File: src/tun_pkg.sv
package tun_pkg;

	localparam int COORD_WIDTH_DEF = 16;
	localparam int FRAC_BITS_DEF   = 15;
	localparam int FIELD_W         = 16;
	localparam int OUT_W           = 16;

	// Request to output latency in cycles for the default configuration.
	localparam int TUN_LAT = (2 * FRAC_BITS_DEF + 3) + (FRAC_BITS_DEF + 2) + 6;

	typedef struct packed {
		logic signed [FIELD_W-1:0] p1_x;
		logic signed [FIELD_W-1:0] p1_y;
		logic signed [FIELD_W-1:0] p1_z;
		logic signed [FIELD_W-1:0] p2_x;
		logic signed [FIELD_W-1:0] p2_y;
		logic signed [FIELD_W-1:0] p2_z;
		logic signed [FIELD_W-1:0] p3_x;
		logic signed [FIELD_W-1:0] p3_y;
		logic signed [FIELD_W-1:0] p3_z;
	} vtx_t;

	typedef struct packed {
		logic signed [OUT_W-1:0] nx;
		logic signed [OUT_W-1:0] ny;
		logic signed [OUT_W-1:0] nz;
		logic                    degenerate;
	} nrm_t;

	typedef struct packed {
		logic [2:0] neg;
		logic       degen;
	} meta_t;

endpackage

File: src/tun_sqrt.sv
module tun_sqrt import tun_pkg::*; #(
	parameter int QW = 2 * FRAC_BITS_DEF + 3,
	parameter int RW = (QW + 1) / 2
) (
	input  logic          clk,
	input  logic [QW-1:0] rad,
	output logic [RW-1:0] root
);

	logic [2*RW-1:0] rad_s  [RW];
	logic [RW+1:0]   rem_s  [RW];
	logic [RW-1:0]   root_s [RW];

	for (genvar i = 0; i < RW; i++) begin : g_stage
		logic [2*RW-1:0] radin;
		logic [RW+1:0]   remin;
		logic [RW-1:0]   rootin;
		logic [RW+1:0]   cur;
		logic [RW+1:0]   trial;
		logic            ge;

		if (i == 0) begin : g_first
			assign radin  = (2 * RW)'(rad);
			assign remin  = '0;
			assign rootin = '0;
		end else begin : g_next
			assign radin  = rad_s[i-1];
			assign remin  = rem_s[i-1];
			assign rootin = root_s[i-1];
		end

		assign cur   = {remin[RW-1:0], radin[2*(RW-1-i)+1 -: 2]};
		assign trial = {rootin, 2'b01};
		assign ge    = cur >= trial;

		always_ff @(posedge clk) begin
			rad_s[i]  <= radin;
			rem_s[i]  <= ge ? cur - trial : cur;
			root_s[i] <= {rootin[RW-2:0], ge};
		end
	end

	assign root = root_s[RW-1];

endmodule

File: config.mk
export PLATFORM = sky130hd
export DESIGN_NAME = tun_sqrt
export DESIGN_NICKNAME = d
export VERILOG_FILES = /design/src/tun_pkg.sv /design/src/tun_sqrt.sv
export SDC_FILE = /design/constraint.sdc
export NUM_CORES = 1
export LEC_CHECK = 0
export ABC_AREA = 0
export BUFFER_PORTS_ARGS = -buffer_cell sky130_fd_sc_hd__buf_2
export CAP_MARGIN = 0
export CORE_ASPECT_RATIO = 1.5
export CORE_MARGIN = 1.5
export CORE_UTILIZATION = 50
export CTS_CLUSTER_DIAMETER = 100
export CTS_CLUSTER_SIZE = 24
export DETAILED_ROUTE_END_ITERATION = 10
export GPL_TIMING_DRIVEN = 1
export PLACE_DENSITY = 0.78
export SLEW_MARGIN = 20
export SYNTH_ARGS = -nofsm -noshare
export SYNTH_HDL_FRONTEND = slang
export SYNTH_SLANG_ARGS = --single-unit
File: constraint.sdc
create_clock -name clk -period 2.7 [get_ports clk]
set_input_delay 0.135 -clock clk [delete_from_list [all_inputs] [get_ports clk]]
set_output_delay 0.135 -clock clk [all_outputs]
set_load 0.03 [all_outputs]
==> results of run 1 <==
[kinds of logic (layout without fill, tap and decap cells)]
kind of cell,count (synthesis),count (layout)
AOI/OAI and AO/OA,487,487
xor gates and xnor gates,170,170
adders and majority gates,170,170
buffers and inverters,257,394
DFF,675,675
muxes,72,72
other,1,1
and+or+nand+nor,571,571
[timing repair]
item / 4_1_cts / 5_1_grt
setup endpoints to repair: 0 / 32
hold buffers: 33 / 0
hold endpoints to repair: 33 / 0
setup buffers: 0 / 3
resized for setup: 0 / 8
[report_power, final]
group / total [W] / switching (W) / internal, W
Combinational: 0.00665 / 0.00352 / 0.00312
Clock: 0.00541 / 0.00304 / 0.00237
Sequential: 0.0128 / 0.00111 / 0.0117
[per-layer routing]
metal	vias up	part of all wire	track usage
li1	8489	-	-
met1	8092	0.33	0.164
met2	368	0.58	0.411
met3	174	0.027	0.0230
met4	0	0.061	0.118
met5	-	0	0
[cell usage after synthesis, types with 25 or more instances]
library cell  number  area share
dfxtp_1          675        0.54
inv_1            219       0.033
ha_1             170       0.085
nor2_1           164       0.025
a21oi_1          144       0.029
o21ai_0          124       0.025
nand2_1          116       0.017
xnor2_1           97       0.034
xor2_1            73       0.026
mux2_2            49       0.022
nor3_1            48      0.0096
nand3_1           43      0.0086
o21a_1            36       0.011
a21o_1            28      0.0084
nor4_1            26      0.0065
clkbuf_1          25      0.0038
nand4_1           25      0.0063
[flip-flops by register name, indices dropped and copies added (netlist names)]
signal / flops
rad_s: 287
rem_s: 250
root_s: 138
[cell type report]
class,count,share of cell area
multi-input combinational,1471,0.380
inverter,219,0.0298
clock inverter,4,0.00204
clock buffer,35,0.0317
tap,663,0.0301
timing repair buffer,136,0.0365
sequential,675,0.490
[metrics by stage]
stage | instances | setup slack (ns) | power [W] | instance area [sq um]
floorplan | 2403 | 0.218 | 0.0177 | 25000
global placement | 3128 | 0.101 | 0.0193 | 26300
detailed placement | 3128 | 0.0677 | 0.0196 | 26300
CTS | 3200 | 0.0470 | 0.0250 | 27500
global route | 3203 | 0.0142 | 0.0263 | 27600
finish | 3203 | 0.108 | 0.0249 | 27600
[final timing paths]
path,start,to,slack [ns],cells after the start
max,root_s[13][4]$_DFF_P_,rem_s[0][280]$_DFF_P_,0.11,8
min,rad[25],rad_s[0][25]$_DFF_P_,0.21,2
max reg2reg,root_s[13][4]$_DFF_P_,rem_s[0][280]$_DFF_P_,0.11,8
min reg2reg,rad_s[0][245]$_DFF_P_,rad_s[0][279]$_DFF_P_,0.30,0
==> impl_metrics.toml, run 1 <==
[yosys]
synth.avg_cell_area_sq_um = 10.4
yosysWarningCount = 0
ys_types = 86
synth_nets = 2607
synthMuxAreaShare = 0.0327
synth_area_sq_mm = 0.0250
synth-xor-area-share = 0.0596
synth_seq_area_share = 0.541
synth-compound-area-share = 0.124
synth_top_family_by_area = "compound AO/OA/AOI/OAI gates"
netlist_instances = 2403
synthAdderAreaFrac = 0.0852
async_flop_share = 0
synth_ff_type = "dfxtp_1"
ys_ff_latch = 675
synth-simple-area-share = 0.118
synth_edf_count = 0

[timing]
setup_viol = 0
fin_tns_setup_ns = 0
period_needed_ns = 2.59
rsz0062_at_grt = "false"
finalHoldViolations = 0
fmax_ghz = 0.386
slew-limit-headroom = 0.531
finalClockSkew_ns = 0.0325
worst_hold_slack_ns = 0.208
fin_crit_sh = 0.960
maxSlewViolCount = 0
worst_pin_slew_ns = 0.698

[route]
detail_route.wl_per_cell_um = 15.7
vias = 17100
ant_nets = 0
first_pass_iters = 5
drc = 0
routed_wl_um = 50200
drt_iter0_drc = 770
post_drt_via_cell_ratio = 5.35

[placed_design]
hpwl_um = 38600
gp_congestion = 0.968
port_buffers = 50

[setup_path]
crit_path_max_incr_delay_ns = 0.52
critPathBufInv = 1
cp.required_ns = 3.21
critPathKind = "reg2reg"
crit_path_end_kind = "flip-flop"
path_max_fanout = 6
startpoint_type = "flip-flop"
crit_path_top_delay_cell = "a211oi_1"
crit_arrival_ns = 3.10
cp_top_family = "compound AO/OA/AOI/OAI gates"
path_cells = "inv_1, ha_1, nand4_1, a211oi_1, o21ai_0, and3_1, nor4_1, mux2_2"

[floorplan]
dieArea_sq_mm = 0.0513
start_util = 0.505
num_rows = 100
die_w_um = 185
core_sq_mm = 0.0494
die_h_um = 277
ios = 51

[clock_network]
clkTransAtPathRegs_ns = 0.10
clock_latency_ns = 0.57
clock_sinks = 675
cts_buffer_depth = 3
htree_levels = 2
cts_root_buffer = "clkbuf_16"
cts-buffers-inserted = 34
cts_tree = "done"

[global_route]
grt_max_degree = 25
grt_pass1_vias = 17700
antenna_found_initial = 0
grt_pass1_wl_um = 80900
grt_use_total = 0.195
grt-ovfl-total = 0

[layout]
area_delta_synth_final_pct = 10.5
fillers = 4152
final_common_cell = "dfxtp_1"
fin_nets = 2741
layout-drive-gt1-share = 0.0961
insertedDiodeCount = 0
mostFrequentLayoutCells = "dfxtp_1, inv_1, ha_1"
multi_input_area_sq_mm = 0.0105
regArea_sq_mm = 0.0135
postLayoutCoreUtil = 0.558

[pwr]
irDropWorstVdd_mv = 0.674
powerDensity_mw_per_mm2 = 902
static-leakage-power_nw = 12.8

[hold_path]
hold_class = "in2reg"

[job]
drv_cap = 0

[outcome]
status = "complete, no violations"
Power figures use the tool's default switching activity.
==> run 2, diff against run 1 <==
CORE_MARGIN = 10   (was 1.5)
RECOVER_POWER = 50   (was not set)
==> run 2 against run 1 <==
Effect of this change: wire length up 0.15%; fmax grew 0.65%; non-clock buffer count decreased by 9; critical endpoint is now rem_s[0][198]$_DFF_P_; largest cell class unchanged; highest routed layer unchanged.
==> impl_metrics.toml, run 2 (synthesis gave the netlist of run 1 again) <==
[clock_network]
clock_sinks = 675
cts-buffers-inserted = 34
clock_latency_ns = 0.57
cts_root_buffer = "clkbuf_16"
cts_tree = "done"
cts_buffer_depth = 3
htree_levels = 2
clkTransAtPathRegs_ns = 0.09

[timing]
finalHoldViolations = 0
setup_viol = 0
rsz0062_at_grt = "false"
slew-limit-headroom = 0.524
fin_crit_sh = 0.954
maxSlewViolCount = 0
fmax_ghz = 0.388
worst_hold_slack_ns = 0.204
fin_tns_setup_ns = 0
period_needed_ns = 2.58
finalClockSkew_ns = 0.0406
worst_pin_slew_ns = 0.707

[route]
vias = 17100
wl_met1_um = 17000
drc = 0
wl_met2_um = 29100
route.met3.wl_um = 1420
routed.top_layer = "met4"
first_pass_iters = 8
ant_nets = 0
routed_wl_um = 50300
detail_route.wl_per_cell_um = 15.7
post_drt_via_cell_ratio = 5.35
drt_iter0_drc = 651

[setup_path]
startpoint_type = "flip-flop"
cp.required_ns = 3.14
reg2reg_depth = 8
critPathKind = "reg2reg"
crit_arrival_ns = 3.02
crit_path_end_kind = "flip-flop"
reg2reg_setup_slack_ns = 0.12
timing.rr.start = "root_s[9][1]$_DFF_P_"
path_max_fanout = 10
r2r-end = "rem_s[0][198]$_DFF_P_"

[layout]
largest_reg_flops = 287
final_common_cell = "dfxtp_1"
fin_nets = 2732
regArea_sq_mm = 0.0135
insertedDiodeCount = 0
largest-register = "rad_s"
fillers = 4164
multi_input_area_sq_mm = 0.0105
mostFrequentLayoutCells = "dfxtp_1, inv_1, ha_1"
area_delta_synth_final_pct = 10.3
reg_top3 = "rad_s x287, rem_s x250, root_s x138"
layout-drive-gt1-share = 0.0897

[global_route]
grt-ovfl-total = 0
grt_pass1_wl_um = 81400
antenna_found_initial = 0
grt_pass1_vias = 17600
grt_max_degree = 25
grt_use_total = 0.165

[floorplan]
start_util = 0.504
dieArea_sq_mm = 0.0595
num_rows = 100
core_sq_mm = 0.0495
die_w_um = 202
ios = 51
die_h_um = 294

[placed_design]
port_buffers = 50
gp_congestion = 0.981
hpwl_um = 38600

[hold_path]
hold_class = "in2reg"
whs_endpoint = "rad_s[0][20]$_DFF_P_"
hold_path_startpoint = "rad[20]"
hold_depth = 2

[pwr]
finalPower_w = 0.0248
irDropWorstVdd_mv = 0.706
static-leakage-power_nw = 12.7
powerDensity_mw_per_mm2 = 901

[outcome]
status = "complete, no violations"

[job]
drv_cap = 0
[run 2: cell types whose count changed in the layout (fill, tap and decap cells not counted), moves of 2 or more]
cell	change
buf_2	-3
buf_4	-11
o21ai_2	-2
o21ai_1	+2
clkbuf_1	+4
buf_12	+3
[run 2: cell type report]
class                      instances  area share
clock buffer                      36      0.0319
clock inverter                     3     0.00177
inverter                         219      0.0299
multi-input combinational       1471       0.380
sequential                       675       0.491
tap                              663      0.0301
timing repair buffer             127      0.0352
[run 2: repair_timing]
item | 4_1_cts | 5_1_grt
setup buffers | 0 | 0
endpoints found under the setup margin | 0 | 1
resized for setup | 0 | 1
hold buffers | 33 | 0
endpoints found under the hold margin | 33 | 0
[run 2: routing by layer]
| layer | GRT usage | vias up |
|---|---|---|
| li1 | - | 8512 |
| met1 | 0.140 | 8035 |
| met2 | 0.348 | 359 |
| met3 | 0.0207 | 174 |
| met4 | 0.0943 | 0 |
| met5 | 0 | - |
[run 2: how the worst max path moves through the flow]
| stage | from | to | slack [ns] | cells after the start |
|---|---|---|---|---|
| floorplan | root_s[10][3]$_DFF_P_ | rem_s[0][221]$_DFF_P_ | 0.22 | 10 |
| global placement | root_s[10][0]$_DFF_P_ | rem_s[0][221]$_DFF_P_ | 0.20 | 9 |
| detailed placement | root_s[9][1]$_DFF_P_ | rem_s[0][198]$_DFF_P_ | 0.18 | 8 |
| CTS | root_s[10][0]$_DFF_P_ | rem_s[0][221]$_DFF_P_ | 0.16 | 9 |
| global route | root_s[9][1]$_DFF_P_ | rem_s[0][203]$_DFF_P_ | 0.004 | 8 |
| finish | root_s[9][1]$_DFF_P_ | rem_s[0][198]$_DFF_P_ | 0.12 | 8 |
[run 2: power by group]
group	switching (W)	internal [W]	leakage [nW]
Clock	0.00300	0.00238	0.457
Sequential	0.00112	0.0117	5.66
Combinational	0.00347	0.00313	6.63
Total	0.00758	0.0172	12.7
[run 2: critical path: stages, from the launching register on]
cell	delay, ns
dfxtp_1	0.49
inv_1	0.07
ha_1	0.36
o21a_1	0.18
o22ai_1	0.14
o221a_2	0.35
o211ai_1	0.29
buf_4	0.24
mux2_2	0.35
[run 2: per-stage QoR]
stage / std cells / util / setup WS [ns] / area, sq um
final: 3194 / 0.556 / 0.125 / 27500
after global routing: 3194 / 0.556 / 0.00392 / 27500
after global placement: 3122 / 0.530 / 0.204 / 26300
after CTS: 3194 / 0.556 / 0.158 / 27500
after detailed placement: 3122 / 0.530 / 0.179 / 26300
after floorplan: 2403 / - / 0.218 / 25000
